**src/rtl/core/fmf_pkg.sv**
```systemverilog
// Shared types and constants for the five-tuple first-match filter.
// Used by every module of the block but fmf_ram; depends on nothing.
`default_nettype none
package fmf_pkg;

  localparam int RULE_SLOTS = 128;
  localparam int IDX_W      = (RULE_SLOTS > 1) ? $clog2(RULE_SLOTS) : 1;
  localparam int CNT_W      = IDX_W + 1;
  localparam int SLOT_W     = 7;

  localparam logic [15:0] ETH_VLAN = 16'h8100;
  localparam logic [15:0] ETH_IPV4 = 16'h0800;
  localparam logic [7:0]  PROTO_TCP = 8'd6;
  localparam logic [7:0]  PROTO_UDP = 8'd17;

  localparam logic [1:0] VERDICT_ACCEPT = 2'd0;
  localparam logic [1:0] VERDICT_DROP   = 2'd1;
  localparam logic [1:0] VERDICT_RATE   = 2'd2;
  localparam logic [1:0] VERDICT_NONE   = 2'd3;

  // One rule, as stored in the rule RAM; also the key of a scan.
  typedef struct packed {
    logic [31:0] src;
    logic [31:0] dst;
    logic [15:0] sport;
    logic [15:0] dport;
    logic [7:0]  proto;
    logic [1:0]  verdict;
  } rule_t;

  localparam int RULE_W = $bits(rule_t);

  // One job handed from the parser to the rule engine.
  typedef struct packed {
    logic              is_write;  // 1 rule write, 0 packet verdict
    logic              flag;      // write: present; packet: parsed ok
    logic [SLOT_W-1:0] slot;
    rule_t             rule;
  } job_t;

  typedef enum logic {
    BK_IDLE,
    BK_SCAN
  } bk_state_e;

endpackage
`default_nettype wire

```
**src/rtl/core/fmf_queue.sv**
```systemverilog
// Two-entry job queue between the parser and the rule engine.
// Depends on fmf_pkg for the job type.
`default_nettype none
module fmf_queue import fmf_pkg::*; (
  input  wire logic clk_i,
  input  wire logic rst_ni,
  input  wire logic push_i,
  input  wire job_t job_i,
  output      logic full_o,
  input  wire logic pop_i,
  output      logic valid_o,
  output      job_t head_o
);

  job_t       slot_q [2];
  logic       wr_ptr_q, rd_ptr_q;
  logic [1:0] count_q;

  assign full_o  = (count_q == 2'd2);
  assign valid_o = (count_q != 2'd0);
  assign head_o  = slot_q[rd_ptr_q];

  // Store pushed jobs
  always_ff @(posedge clk_i) begin
    if (push_i) begin
      slot_q[wr_ptr_q] <= job_i;
    end
  end

  // Advance pointers and fill level
  always_ff @(posedge clk_i or negedge rst_ni) begin
    if (!rst_ni) begin
      wr_ptr_q <= 1'b0;
      rd_ptr_q <= 1'b0;
      count_q  <= '0;
    end else begin
      if (push_i) begin
        wr_ptr_q <= !wr_ptr_q;
      end
      if (pop_i) begin
        rd_ptr_q <= !rd_ptr_q;
      end
      count_q <= count_q + {1'b0, push_i} - {1'b0, pop_i};
    end
  end

endmodule
`default_nettype wire

```
**config.mk**
```make
export PLATFORM = sky130hd
export DESIGN_NAME = fmf_queue
export DESIGN_NICKNAME = d
export VERILOG_FILES = /design/src/rtl/core/fmf_pkg.sv /design/src/rtl/core/fmf_queue.sv
export SDC_FILE = /design/constraint.sdc
export NUM_CORES = 1
export LEC_CHECK = 0
export BUFFER_PORTS_ARGS = -buffer_cell sky130_fd_sc_hd__clkbuf_2
export CORE_MARGIN = 2
export CORE_UTILIZATION = 35
export DETAILED_ROUTE_END_ITERATION = 7
export HOLD_SLACK_MARGIN = 0.15
export PLACE_DENSITY = 0.59
export SLEW_MARGIN = 20
export SYNTH_ARGS = -nofsm -noshare
export SYNTH_HDL_FRONTEND = slang
export SYNTH_SLANG_ARGS = --single-unit
```
**constraint.sdc**
```tcl
create_clock -name clk_i -period 8.3 [get_ports clk_i]
set_input_delay 0.415 -clock clk_i [delete_from_list [all_inputs] [get_ports clk_i]]
set_output_delay 0.415 -clock clk_i [all_outputs]
set_load 0.01 [all_outputs]
```
==> flow_summary.yaml <==
yosys:
  yosysTopAreaCell: "edfxtp_1"
  ys_seq_elements: 234
  ys_seq_area_share_pct: 81.0
  synth.top_cell.area_share_pct: 79.8
  ys_types: 13
  yosys-top-cells-area: "edfxtp_1 80%, mux2_2 9.8%, mux2_4 6.9%, dfrtp_1 1.2%, buf_6 0.78%"
  synth-edff-count: 230
  syn_area_mm2: 0.00865
  ys_warn_count: 0
  synth_top_flop_cell: "edfxtp_1"
  yosysMostFrequentCell: "edfxtp_1"
  avgSynthCellArea_um2: 23.2
  synthCells: 373
  synthTopCellsByCount: "230 x edfxtp_1, 75 x mux2_2, 40 x mux2_4"
  synthArstFlopShare_pct: 1.71
  postSynthNetCount: 494
sta:
  setup_viol_count_final: 0
  rsz0062_at_grt: "no"
  tightestPinTransition_ps: 927
  period_minus_slack_ps: 3360
  setup_slack_ps: 4940
  finalHoldViolCount: 0
  max_freq_mhz: 298
  maxSlewViolCount: 0
  slew_headroom_pct: 38.2
  finClkSkew_ps: 16.7
  tns_ps: 0
  finalCritPeriodShare_pct: 40.4
  holdWs_ps: 289
placed_design:
  portBuffers: 235
  place_area_mm2: 0.0102
  gp_congestion: 0.734
  preCtsSetupSlack_ps: 5230
  post-dp-hpwl_mm: 10.7
worst_hold_path:
  min_path_type: "in -> async"
worst_setup_path:
  required_ps: 7890
  cpMaxStageDelayCell: "dfrtp_4"
  cp_max_fo: 64
  critical_path_buf_inv_count: 2
  worst_ep_arrival_time_ps: 2940
  slowest_delay_ps: 1020
  cp-end-kind: "output port"
  worstSetupPathType: "reg -> out"
  path_cells: "buf_4, mux2_2, clkbuf_2"
  crit_family: "flip-flops"
  start_kind: "flop"
power:
  irDropWorstVdd_v: 0.000197
  total_leakage_power_nw: 4.75
  power.density_mw_per_mm2: 312
global_route:
  grt_pass1_vias: 5224
  track_usage_pct: 13.1
  grt_max_degree: 65
  overflow: 0
  antenna_found_initial: 0
  grt_pass1_wl_mm: 27.0
route:
  dr.pass1.iters: 4
  drc: 0
  wl_per_cell_um: 16.0
  drt_iter0_markers: 221
  ant_nets: 0
  postRouteWirelength_mm: 17.4
  num_vias: 4746
  vias_per_cell: 4.37
layout:
  utilization_pct: 49.8
  stdcell_area_mm2: 0.0121
  nFillCells: 1990
  area_growth_syn_to_layout_pct: 40.0
  finalNetCount: 865
  diodes: 0
  final_layout_size_suffix_gt1_share_pct: 51.3
clocking:
  cts-root-buf: "clkbuf_16"
  clkTransAtPathRegs_ps: 60
  cts_buffers: 25
  cts.sinks: 234
  worstSkewPairLatency_ps: 510
  post_cts_resized: 0
  cts_tree: "done"
  cts-htree-levels: 1
  cts.path.max_buffers: 3
floorplanning:
  rows: 57
  die_w_um: 161
  core_area_mm2: 0.0243
  die_height_um: 161
  die_area_mm2: 0.0260
  io_pins: 236
  start_util_pct: 35.6
flow_run:
  maxCapViolCount: 0
run_status:
  outcome: "completed"
-- kinds of logic after synthesis --
kind of cell	count (synthesis)	share of synthesized area (%)
xor gates and xnor gates	3	0.477
DFF	234	81.0
buffers and inverters	15	1.27
muxes	115	16.7
and+or+nand+nor	4	0.289
adders and majority gates	2	0.289
-- state kept, by name, indices dropped and copies added, names as in the netlist --
signal and cells:
slot_q 230, count_q 2, wr_ptr_q 1, rd_ptr_q 1
-- report_power, final --
group          internal [mW]  switching, mW
Sequential              1.57          0.117
Clock                  0.603          0.420
Combinational          0.544          0.522
-- path summary, 6_finish.rpt --
check	slack [ps]	cells after the start	end	start
worst max-delay path	4940	3	head_o[5]	rd_ptr_q$_DFFE_PN0P_
worst min-delay path	290	2	count_q[0]$_DFF_PN0_	rst_ni
worst max register to register	5520	3	slot_q[0][87]$_DFFE_PP_	wr_ptr_q$_DFFE_PN0P_
worst min register to register	550	1	wr_ptr_q$_DFFE_PN0P_	wr_ptr_q$_DFFE_PN0P_
max in group asynchronous	7850	2	rd_ptr_q$_DFFE_PN0P_	rst_ni
min in group clk_i	550	1	wr_ptr_q$_DFFE_PN0P_	wr_ptr_q$_DFFE_PN0P_
-- layout by cell type (no fill, tap or decap), types with 3 or more instances in the layout --
cell,Yosys,layout
clkbuf_2,0,235
edfxtp_1,230,230
dlygate4sd3_1,0,118
mux2_2,75,75
mux2_4,40,40
clkbuf_16,0,25
clkbuf_1,0,9
buf_4,0,4
clkinv_1,0,3
clkinv_2,0,3
dfrtp_1,4,3
-- final cells by class --
class / instances / area [um^2] / share of cell area, %
sequential: 234 / 7010 / 57.9
multi-input combinational: 124 / 1550 / 12.8
timing repair buffer: 357 / 2390 / 19.7
tap: 324 / 405 / 3.35
inverter: 2 / 7.51 / 0.0620
clock buffer: 36 / 687 / 5.67
clock inverter: 9 / 71.3 / 0.589
-- per-layer routing --
layer / vias to the layer above / GRT usage [%] / routed length [um]
li1: 2231 / - / -
met1: 2308 / 16.1 / 7360
met2: 179 / 22.5 / 8380
met3: 28 / 4.21 / 1320
met4: 0 / 3.29 / 360
met5: - / 0 / 0
-- timing repair --
action                    CTS  global route
hold endpoints to repair  236             0
setup buffers               0             0
hold buffers              118             0
-- per-stage QoR --
step / cells / total power, mW
after floorplan: 373 / 2.40
after global placement: 923 / 2.73
after detailed placement: 923 / 2.76
after CTS: 1086 / 3.83
after global routing: 1086 / 3.97
final: 1086 / 3.78
No activity file was read; power rests on OpenSTA's default activity.
