$ cat src/rtl/core/fmf_pkg.sv
// Shared types and constants for the five-tuple first-match filter.
// Used by every module of the block but fmf_ram; depends on nothing.
`default_nettype none
package fmf_pkg;

  localparam int RULE_SLOTS = 128;
  localparam int IDX_W      = (RULE_SLOTS > 1) ? $clog2(RULE_SLOTS) : 1;
  localparam int CNT_W      = IDX_W + 1;
  localparam int SLOT_W     = 7;

  localparam logic [15:0] ETH_VLAN = 16'h8100;
  localparam logic [15:0] ETH_IPV4 = 16'h0800;
  localparam logic [7:0]  PROTO_TCP = 8'd6;
  localparam logic [7:0]  PROTO_UDP = 8'd17;

  localparam logic [1:0] VERDICT_ACCEPT = 2'd0;
  localparam logic [1:0] VERDICT_DROP   = 2'd1;
  localparam logic [1:0] VERDICT_RATE   = 2'd2;
  localparam logic [1:0] VERDICT_NONE   = 2'd3;

  // One rule, as stored in the rule RAM; also the key of a scan.
  typedef struct packed {
    logic [31:0] src;
    logic [31:0] dst;
    logic [15:0] sport;
    logic [15:0] dport;
    logic [7:0]  proto;
    logic [1:0]  verdict;
  } rule_t;

  localparam int RULE_W = $bits(rule_t);

  // One job handed from the parser to the rule engine.
  typedef struct packed {
    logic              is_write;  // 1 rule write, 0 packet verdict
    logic              flag;      // write: present; packet: parsed ok
    logic [SLOT_W-1:0] slot;
    rule_t             rule;
  } job_t;

  typedef enum logic {
    BK_IDLE,
    BK_SCAN
  } bk_state_e;

endpackage
`default_nettype wire

$ cat src/rtl/core/fmf_front.sv
// Packet byte parser and rule write classifier of the five-tuple filter.
// Depends on fmf_pkg; emits one job per rule write or finished packet.
`default_nettype none
module fmf_front import fmf_pkg::*; (
  input  wire logic              clk_i,
  input  wire logic              rst_ni,
  input  wire logic              in_valid_i,
  output      logic              in_ready_o,
  input  wire logic              kind_i,
  input  wire logic [7:0]        pkt_byte_i,
  input  wire logic              pkt_last_i,
  input  wire logic [SLOT_W-1:0] rule_slot_i,
  input  wire logic              rule_present_i,
  input  wire logic [31:0]       rule_source_addr_i,
  input  wire logic [31:0]       rule_dest_addr_i,
  input  wire logic [7:0]        rule_proto_i,
  input  wire logic [15:0]       rule_source_port_i,
  input  wire logic [15:0]       rule_dest_port_i,
  input  wire logic [1:0]        rule_verdict_i,
  input  wire logic              q_full_i,
  output      logic              push_o,
  output      job_t              job_o
);

  logic [7:0]  pos_q, pos_d;
  logic [15:0] outer_q, outer_d;
  logic [15:0] inner_q, inner_d;
  logic [7:0]  proto_q, proto_d;
  logic [31:0] src_q, src_d;
  logic [31:0] dst_q, dst_d;
  logic [15:0] sport_q, sport_d;
  logic [15:0] dport_q, dport_d;

  logic [7:0]  ipoff;
  logic [7:0]  off;
  logic [8:0]  len;
  logic [8:0]  ipoff_d;
  logic [15:0] etype;
  logic        is_vlan;
  logic        parsed_ok;
  logic        accept;
  logic        slot_ok;

  assign in_ready_o = !q_full_i;
  assign accept     = in_valid_i && in_ready_o;
  assign slot_ok    = (int'(rule_slot_i) < RULE_SLOTS);

  // Capture header fields of the current byte
  always_comb begin
    outer_d = outer_q;
    inner_d = inner_q;
    proto_d = proto_q;
    src_d   = src_q;
    dst_d   = dst_q;
    sport_d = sport_q;
    dport_d = dport_q;
    ipoff   = (outer_q == ETH_VLAN) ? 8'd18 : 8'd14;
    off     = pos_q - ipoff;
    if (pos_q == 8'd12 || pos_q == 8'd13) begin
      outer_d = {outer_q[7:0], pkt_byte_i};
    end else begin
      if (pos_q == 8'd16 || pos_q == 8'd17) begin
        inner_d = {inner_q[7:0], pkt_byte_i};
      end
      if (pos_q >= 8'd14 && pos_q >= ipoff) begin
        if (off == 8'd9) begin
          proto_d = pkt_byte_i;
        end else if (off >= 8'd12 && off <= 8'd15) begin
          src_d = {src_q[23:0], pkt_byte_i};
        end else if (off >= 8'd16 && off <= 8'd19) begin
          dst_d = {dst_q[23:0], pkt_byte_i};
        end else if (off >= 8'd20 && off <= 8'd21) begin
          sport_d = {sport_q[7:0], pkt_byte_i};
        end else if (off >= 8'd22 && off <= 8'd23) begin
          dport_d = {dport_q[7:0], pkt_byte_i};
        end
      end
    end
  end

  // Classify the packet as it stands after this byte
  always_comb begin
    len       = {1'b0, pos_q} + 9'd1;
    is_vlan   = (outer_d == ETH_VLAN);
    ipoff_d   = is_vlan ? 9'd18 : 9'd14;
    etype     = is_vlan ? inner_d : outer_d;
    parsed_ok = 1'b1;
    if (len < 9'd14 || (is_vlan && len < 9'd18)) begin
      parsed_ok = 1'b0;
    end else if (etype != ETH_IPV4 || len < ipoff_d + 9'd20 ||
                 (proto_d == PROTO_UDP && len < ipoff_d + 9'd28) ||
                 (proto_d == PROTO_TCP && len < ipoff_d + 9'd40)) begin
      parsed_ok = 1'b0;
    end
  end

  // Build the job for the rule engine
  always_comb begin
    push_o = accept && (kind_i ? slot_ok : pkt_last_i);
    job_o.is_write = kind_i;
    job_o.slot     = rule_slot_i;
    if (kind_i) begin
      job_o.flag         = rule_present_i;
      job_o.rule.src     = rule_source_addr_i;
      job_o.rule.dst     = rule_dest_addr_i;
      job_o.rule.sport   = rule_source_port_i;
      job_o.rule.dport   = rule_dest_port_i;
      job_o.rule.proto   = rule_proto_i;
      job_o.rule.verdict = rule_verdict_i;
    end else begin
      job_o.flag         = parsed_ok;
      job_o.rule.src     = src_d;
      job_o.rule.dst     = dst_d;
      job_o.rule.proto   = proto_d;
      job_o.rule.verdict = VERDICT_NONE;
      if (proto_d == PROTO_UDP || proto_d == PROTO_TCP) begin
        job_o.rule.sport = sport_d;
        job_o.rule.dport = dport_d;
      end else begin
        job_o.rule.sport = '0;
        job_o.rule.dport = '0;
      end
    end
  end

  // Advance the capture state; clear it at the end of a packet
  always_ff @(posedge clk_i or negedge rst_ni) begin
    if (!rst_ni) begin
      pos_q   <= '0;
      outer_q <= '0;
      inner_q <= '0;
      proto_q <= '0;
      src_q   <= '0;
      dst_q   <= '0;
      sport_q <= '0;
      dport_q <= '0;
    end else if (accept && !kind_i) begin
      if (pkt_last_i) begin
        pos_q   <= '0;
        outer_q <= '0;
        inner_q <= '0;
        proto_q <= '0;
        src_q   <= '0;
        dst_q   <= '0;
        sport_q <= '0;
        dport_q <= '0;
      end else begin
        pos_q   <= (pos_q == 8'hFF) ? pos_q : pos_q + 8'd1;
        outer_q <= outer_d;
        inner_q <= inner_d;
        proto_q <= proto_d;
        src_q   <= src_d;
        dst_q   <= dst_d;
        sport_q <= sport_d;
        dport_q <= dport_d;
      end
    end
  end

endmodule
`default_nettype wire

$ cat config.mk
export PLATFORM = sky130hd
export DESIGN_NAME = fmf_front
export DESIGN_NICKNAME = d
export VERILOG_FILES = /design/src/rtl/core/fmf_pkg.sv /design/src/rtl/core/fmf_front.sv
export SDC_FILE = /design/constraint.sdc
export NUM_CORES = 1
export LEC_CHECK = 0
export BUFFER_PORTS_ARGS = -buffer_cell sky130_fd_sc_hd__buf_2
export CELL_PAD_IN_SITES_DETAIL_PLACEMENT = 1
export CELL_PAD_IN_SITES_GLOBAL_PLACEMENT = 1
export CORE_MARGIN = 1.5
export CORE_UTILIZATION = 36
export DETAILED_ROUTE_END_ITERATION = 8
export PLACE_DENSITY_LB_ADDON = 0.15
export SLEW_MARGIN = 40
export SYNTH_ARGS = -nofsm -noshare
export SYNTH_HDL_FRONTEND = slang
export SYNTH_SLANG_ARGS = --single-unit
export TNS_END_PERCENT = 30
$ cat constraint.sdc
create_clock -name clk_i -period 3.72 [get_ports clk_i]
set_clock_uncertainty 0.2 [all_clocks]
set_input_delay 0 -clock clk_i [delete_from_list [all_inputs] [get_ports clk_i]]
set_output_delay 0 -clock clk_i [all_outputs]
set_load 0.02 [all_outputs]
==> results of run 1 <==
-- routing by layer --
metal  GRT usage [%]  vias up  wire length, µm
li1                -     3760                -
met4           5.714        0              469
met1           33.17     4033            13840
met2           40.13      169            15200
met3           4.597       33             1169
met5               0        -                0
-- final cells by class --
type	instances	area, µm²	area share [%]
antenna	1	2.502	0.02073
clock buffer	19	442.9	3.669
clock inverter	13	177.7	1.472
inverter	13	53.80	0.4456
multi-input combinational	649	4986	41.30
sequential	144	3603	29.85
tap	313	391.6	3.244
timing repair buffer	314	2415	20.00
-- synth_stat cells, drive strengths merged, types with 3 or more instances --
master,instances,area share [%]
nand2,147,6.6
dfrtp,144,43
o21ai,130,7.9
a22o,107,11
mux2i,107,13
clkbuf,45,2.0
buf,31,2.3
o2bb2ai,24,2.5
nor2,23,1.1
ha,14,2.1
inv,13,0.58
a21oi,11,0.65
nor3,9,0.59
nor4,8,0.59
nand4,7,0.59
and2,5,0.37
nand2b,4,0.30
nand3,4,0.24
a211o,3,0.31
and3,3,0.22
and4,3,0.31
nand3b,3,0.27
xnor2,3,0.31
xor2,3,0.31
-- tightest hold or removal path, delay by kind of cell --
family                 cells  cell delay, ps
buffers and inverters      3             250
-- power by group through the flow --
stage / registers (mW) / clock network [mW] / logic [mW]
after floorplan: 1.61 / 0 / 0.269
final: 1.58 / 1.83 / 0.576
after global routing: 1.59 / 1.93 / 0.624
after CTS: 1.58 / 1.86 / 0.547
after detailed placement: 1.61 / 0 / 0.503
after global placement: 1.61 / 0 / 0.491
-- state kept, by name, summed over array words and instances (netlist names) --
signal and count:
dport_q 16, inner_q 16, pos_q 8, src_q 32
outer_q 16, dst_q 32, proto_q 8, sport_q 16
-- per-stage QoR --
stage | instances | setup WS [ps] | util, %
floorplan | 882 | 89.22 | -
global placement | 1392 | 22.80 | 44.45
detailed placement | 1393 | -64.80 | 44.57
CTS | 1453 | -268.3 | 50.07
global route | 1465 | -552.0 | 52.83
finish | 1466 | -404.9 | 52.84
-- cell families after synthesis --
logic type      after synthesis  share of synthesized area [%]
flops                       144                          42.60
mux                         109                          12.93
simple gates                228                          12.45
compound gates              291                          24.26
buf+inv                      89                          4.836
fa+ha+maj                    15                          2.307
xor+xnor                      6                         0.6213
-- final timing paths --
kind	start	to	depth (start not counted)
setup / recovery	outer_q[14]	job_o[23]	16
hold / removal	q_full_i	in_ready_o	3
setup reg to reg	outer_q[14]	dport_q[8]	16
hold reg to reg	inner_q[14]	inner_q[14]	1
max in group asynchronous	rst_ni	src_q[23]	4
min in group asynchronous	rst_ni	sport_q[15]	4
-- cells in the final DEF (no fill, tap or decap), types with 5 or more instances in the layout --
cell	instances
sky130_fd_sc_hd__o21ai_2	16
sky130_fd_sc_hd__a22o_1	106
sky130_fd_sc_hd__clkbuf_16	22
sky130_fd_sc_hd__o21ai_4	8
sky130_fd_sc_hd__mux2i_2	10
sky130_fd_sc_hd__buf_12	16
sky130_fd_sc_hd__nand4_1	6
sky130_fd_sc_hd__mux2i_1	82
sky130_fd_sc_hd__o21ai_1	79
sky130_fd_sc_hd__buf_4	61
sky130_fd_sc_hd__and2_1	5
sky130_fd_sc_hd__inv_1	11
sky130_fd_sc_hd__buf_6	30
sky130_fd_sc_hd__dfrtp_1	144
sky130_fd_sc_hd__mux2i_4	15
sky130_fd_sc_hd__nor2_1	19
sky130_fd_sc_hd__dlygate4sd3_1	17
sky130_fd_sc_hd__nor4_1	6
sky130_fd_sc_hd__buf_2	181
sky130_fd_sc_hd__o2bb2ai_1	24
sky130_fd_sc_hd__o21ai_0	27
sky130_fd_sc_hd__a21oi_1	9
sky130_fd_sc_hd__nand2_1	144
sky130_fd_sc_hd__nor3_1	6
sky130_fd_sc_hd__ha_1	10
-- timing repair --
item | CTS | global route
setup buffers | 7 | 8
pin swaps | 14 | 60
endpoints found under the hold margin | 192 | 0
setup endpoints to repair | 147 | 201
gates cloned | 3 | 4
resized for setup | 75 | 142
hold buffers | 18 | 0
==> impl_results.rst, run 1 <==
.. list-table::
   :header-rows: 1

   * - Metric
     - Value
   * - IR Drop Worst-Case VDD
     - 0.2071 mV
   * - Wire length of the first global-routing pass
     - 45.80 mm
   * - Post-synthesis sequential element count
     - 144
   * - Crit-path max FO
     - 5
   * - Endpoint kind of the worst setup timing path
     - primary output
   * - Number of failing setup endpoints in the final timing report
     - 153
   * - Design area
     - 12,070 µm²
   * - Global routing usage summed across all routing layers
     - 24.38%
   * - Worst Path Required
     - 3520 ps
   * - Worst setup margin
     - -404.9 ps
   * - Hold WC Path Type
     - input pin to primary output
   * - Number of hold-slack violations in the final timing report
     - 0
   * - Post-DP HPWL
     - 19.78 mm
   * - Routed vias
     - 7,995
   * - P per Cell Area
     - 330.7 nW/µm²
   * - Family of cells with the greatest summed delay on the critical path
     - simple AND/OR/NAND/NOR gates
   * - Post-Synthesis Cells
     - 882
   * - Via density per instance
     - 5.454
   * - Fraction of power consumed by sequential logic
     - 39.7%
   * - Total wire length after detailed routing
     - 30.68 mm
   * - Internal power
     - 2.876 mW
   * - Clk Tree Root Cell
     - sky130_fd_sc_hd__clkbuf_16
   * - Max Root-Sink Buffers
     - 2
   * - Average cell area after synthesis
     - 9.591 µm²
   * - Number of rows created at floorplan
     - 55
   * - Total power
     - 3.993 mW
   * - Number of distinct library cells after synthesis
     - 62
   * - Nets
     - 1,282
   * - Synth warnings
     - 0
   * - Most common flop cell mapped by yosys
     - sky130_fd_sc_hd__dfrtp_1
   * - Port bufs
     - 230
   * - Number of fill cells
     - 2,597
   * - Cell leakage power
     - 5.568 nW
   * - Drc violations
     - 0
   * - Clock group share of total power
     - 45.9%
   * - CTS tree
     - built
   * - Die Outline Area
     - 24,430 µm²
   * - Cell area after synthesis
     - 8459 µm²
   * - Run status
     - finished, violations left
   * - EDFF count, synth
     - 0
   * - Initial core utilization
     - 37.03%
   * - Number of iterations in the first detailed-routing pass
     - 4
   * - DP Area
     - 10,180 µm²
   * - Rel. slew slack
     - 46.29%
   * - Core area
     - 22,850 µm²
   * - Arrival @ worst endpoint
     - 3920 ps
   * - H-tree lvl count
     - 4
   * - Clk sink count
     - 144
   * - Kind of critical path
     - register to primary output
   * - Maximum achievable frequency
     - 0.2424 GHz
   * - Sw frac
     - 27.98%
   * - Die Ht
     - 156.3 µm
   * - Sort of element at the start of the critical path
     - register
   * - Final Slew Violations
     - 0
   * - I/O pin cnt
     - 245
   * - Area growth syn-to-layout
     - 42.72%
   * - Fraction of layout instances using a drive strength above 1
     - 36.11%
   * - Synth Net Count
     - 1,025
   * - Maximum single-stage delay on the critical path
     - 470 ps
   * - Final critical-path share of the clock period
     - 110.9%
   * - Critical Path, Cell by Cell
     - nor4_2 > nand4_1 > or2_4 > inv_6 > fa_2 > a21o_1 > nand2_2 > o311ai_4 > nand4_4 > buf_6 > nor4_4 > buf_6 > buf_12 > mux2i_1 > o21ai_1 > buf_4
   * - Min Hold Slack
     - 59.09 ps
   * - Async set or reset register ratio after synthesis
     - 100.0%
   * - Number of clock buffers inserted by TritonCTS
     - 17
   * - Time the worst path needs with I/O delays and setup
     - 4125 ps
   * - Violations in the final reports
     - setup timing
   * - X dimension of the die
     - 156.3 µm
   * - Cell occurring most often along the worst timing path
     - sky130_fd_sc_hd__buf_6
   * - Unrepaired setup endpoints after global routing
     - yes
   * - Worst Tran Pin Value
     - 805.7 ps
   * - Combinational Power Share
     - 14.4%
   * - Maximum number of pins on one net before global-route repair
     - 89
   * - Via count of the first global-routing pass
     - 7,997
   * - Final antenna-violating net count
     - 0
   * - Maxcap violations
     - 0
   * - Final GP Congestion
     - 0.8394
   * - Worst-path cell with the longest stage delay
     - sky130_fd_sc_hd__o311ai_4
   * - Number of antenna violations at the first check in global routing
     - 1
   * - Worst setup slack for register-to-register paths
     - -120 ps
   * - Sum of negative setup slack
     - -33,460 ps
   * - Initial DRC Count
     - 431
   * - Reported net switching power
     - 1.117 mW
   * - Clock latency at the later pin of the worst-skew pair
     - 430 ps
   * - Share of the yosys chip area belonging to registers
     - 42.60%
   * - Clock slew seen by the registers of the worst setup and hold paths
     - 70 ps
   * - Crit path buffers/inverters
     - 5
   * - Total grt overflow
     - 0
   * - Routed WL per cell
     - 20.93 µm
Note: power is estimated with default switching activity, not from simulation.
==> run 2: changes to the inputs <==
--- a/config.mk
+++ b/config.mk
@@ -12,6 +12,7 @@
 export CORE_UTILIZATION = 36
 export DETAILED_ROUTE_END_ITERATION = 8
 export PLACE_DENSITY_LB_ADDON = 0.15
+export SKIP_LAST_GASP = 1
 export SLEW_MARGIN = 40
 export SYNTH_ARGS = -nofsm -noshare
 export SYNTH_HDL_FRONTEND = slang
==> impl_results.rst, run 2 (synthesis gave the netlist of run 1 again) <==
.. list-table::
   :header-rows: 1

   * - Metric
     - Value
   * - Hold Path Depth
     - 3
   * - Total power
     - 3.978 mW
   * - Time the worst path needs with I/O delays and setup
     - 4127 ps
   * - Worst setup margin
     - -406.6 ps
   * - Number of iterations in the first detailed-routing pass
     - 5
   * - Routed vias
     - 8,013
   * - Hold WC Path Type
     - input pin to primary output
   * - Via count of the first global-routing pass
     - 8,004
   * - Clk Tree Root Cell
     - sky130_fd_sc_hd__clkbuf_16
   * - Number of hold-slack violations in the final timing report
     - 0
   * - Fraction of layout instances using a drive strength above 1
     - 35.24%
   * - Largest registers
     - dst_q (32), src_q (32)
   * - Maxcap violations
     - 0
   * - Unrepaired setup endpoints after global routing
     - yes
   * - Kind of critical path
     - register to primary output
   * - Maximum achievable frequency
     - 0.2423 GHz
   * - Crit-path max FO
     - 5
   * - Number of cells on the worst reg-to-reg path
     - 15
   * - Endpoint kind of the worst setup timing path
     - primary output
   * - IR Drop Worst-Case VDD
     - 0.2068 mV
   * - CTS tree
     - built
   * - DP Area
     - 10,180 µm²
   * - Violations in the final reports
     - setup timing
   * - Final GP Congestion
     - 0.8394
   * - Cell leakage power
     - 5.541 nW
   * - Final critical-path share of the clock period
     - 110.9%
   * - Wire length of the first global-routing pass
     - 45.83 mm
   * - I/O pin cnt
     - 245
   * - Via density per instance
     - 5.462
   * - P per Cell Area
     - 333.4 nW/µm²
   * - Initial DRC Count
     - 417
   * - Post-DP HPWL
     - 19.78 mm
   * - Die Outline Area
     - 24,430 µm²
   * - Core area
     - 22,850 µm²
   * - Die Ht
     - 156.3 µm
   * - Rel. slew slack
     - 46.03%
   * - Initial core utilization
     - 37.03%
   * - Critical register-to-register path startpoint
     - outer_q[14]
   * - Total grt overflow
     - 0
   * - Worst flop-to-flop path endpoint
     - src_q[31]
   * - Crit. Startpoint
     - outer_q[14]
   * - Sort of element at the start of the critical path
     - register
   * - Share of the core filled with cells in the final layout
     - 52.23%
   * - Clock slew seen by the registers of the worst setup and hold paths
     - 60 ps
   * - Run status
     - finished, violations left
   * - Worst setup slack for register-to-register paths
     - -200 ps
   * - Area growth syn-to-layout
     - 41.06%
   * - Most common cell after layout, fill and taps aside
     - sky130_fd_sc_hd__buf_2
   * - Maximum number of pins on one net before global-route repair
     - 89
   * - Number of clock buffers inserted by TritonCTS
     - 17
   * - Worst Tran Pin Value
     - 809.5 ps
   * - Total wire length after detailed routing
     - 30.45 mm
   * - X dimension of the die
     - 156.3 µm
   * - Timing endpoint of the critical path
     - job_o[25]
   * - Number of rows created at floorplan
     - 55
   * - Arrival @ worst endpoint
     - 3930 ps
   * - Port bufs
     - 230
   * - Max Root-Sink Buffers
     - 2
   * - Clk sink count
     - 144
   * - Sum of negative setup slack
     - -39,250 ps
   * - Drc violations
     - 0
   * - Global routing usage summed across all routing layers
     - 24.40%
   * - Final antenna-violating net count
     - 0
   * - H-tree lvl count
     - 4
   * - Commonest cells after routing, fill and taps aside
     - sky130_fd_sc_hd__buf_2, sky130_fd_sc_hd__nand2_1, sky130_fd_sc_hd__dfrtp_1
   * - Nets
     - 1,282
   * - Min Hold Slack
     - 58.72 ps
   * - Number of failing setup endpoints in the final timing report
     - 169
   * - Worst Path Required
     - 3520 ps
   * - Clock latency at the later pin of the worst-skew pair
     - 430 ps
   * - Final Slew Violations
     - 0
   * - Design area
     - 11,930 µm²
   * - Number of antenna violations at the first check in global routing
     - 2
   * - Routed WL per cell
     - 20.76 µm
run 2: cell type report:
| class | count | area, µm² |
|---|---|---|
| clock inverter | 13 | 177.7 |
| multi-input combinational | 649 | 4912 |
| timing repair buffer | 314 | 2346 |
| clock buffer | 19 | 442.9 |
| fill | 2618 | 10910 |
| antenna | 2 | 5.005 |
| inverter | 13 | 53.80 |
| sequential | 144 | 3603 |
| tap | 313 | 391.6 |
run 2: worst min-delay path by stage:
stage              startpoint     endpoint  slack (ps)
2_1_floorplan          rst_ni   dport_q[0]        -500
4_1_cts              q_full_i   in_ready_o          60
3_5_place_dp           rst_ni  sport_q[14]        -220
6_report             q_full_i   in_ready_o          60
5_1_grt              q_full_i   in_ready_o          60
3_3_place_gp   rule_slot_i[0]   job_o[106]        -200
run 2: repair_timing:
| item | in CTS | in global routing |
|---|---|---|
| setup buffers | 7 | 8 |
| gates resized for setup | 64 | 101 |
| endpoints found under the setup margin | 147 | 201 |
| hold buffers | 18 | 0 |
| cloned | 3 | 4 |
| pin swaps | 14 | 21 |
| endpoints found under the hold margin | 192 | 0 |
run 2: routing by layer:
metal,up-vias,GRT usage [%],part of all wire [%]
met1,4033,33.22,45
met5,-,0,0
met2,175,40.13,50
met4,0,5.714,1.7
met3,38,4.597,3.7
li1,3767,-,-
run 2: worst max-delay path, stage by stage, from the launching register on:
cell	delay (ps)
sky130_fd_sc_hd__dfrtp_1	390
sky130_fd_sc_hd__nor4_2	320
sky130_fd_sc_hd__nand4_1	180
sky130_fd_sc_hd__or2_4	320
sky130_fd_sc_hd__inv_6	90
sky130_fd_sc_hd__fa_2	220
sky130_fd_sc_hd__a21o_1	160
sky130_fd_sc_hd__nand2_2	80
sky130_fd_sc_hd__o311ai_4	470
sky130_fd_sc_hd__nand4_4	180
sky130_fd_sc_hd__buf_6	160
sky130_fd_sc_hd__nor4_4	140
sky130_fd_sc_hd__buf_6	180
sky130_fd_sc_hd__buf_6	130
sky130_fd_sc_hd__mux2i_1	230
sky130_fd_sc_hd__o21ai_1	80
sky130_fd_sc_hd__buf_4	160
run 2: report_power, final:
part | leakage (nW) | switching [mW] | internal, mW | total (mW)
sequential | 2.01 | 0.0143 | 1.57 | 1.59
clock | 0.302 | 0.736 | 1.09 | 1.83
combinational | 3.23 | 0.359 | 0.207 | 0.567
run 2: metrics by stage:
step | setup WS (ps) | instances
CTS | -268.3 | 1453
floorplan | 89.22 | 882
detailed placement | -64.80 | 1393
finish | -406.6 | 1467
global route | -549.2 | 1466
global placement | 22.80 | 1392
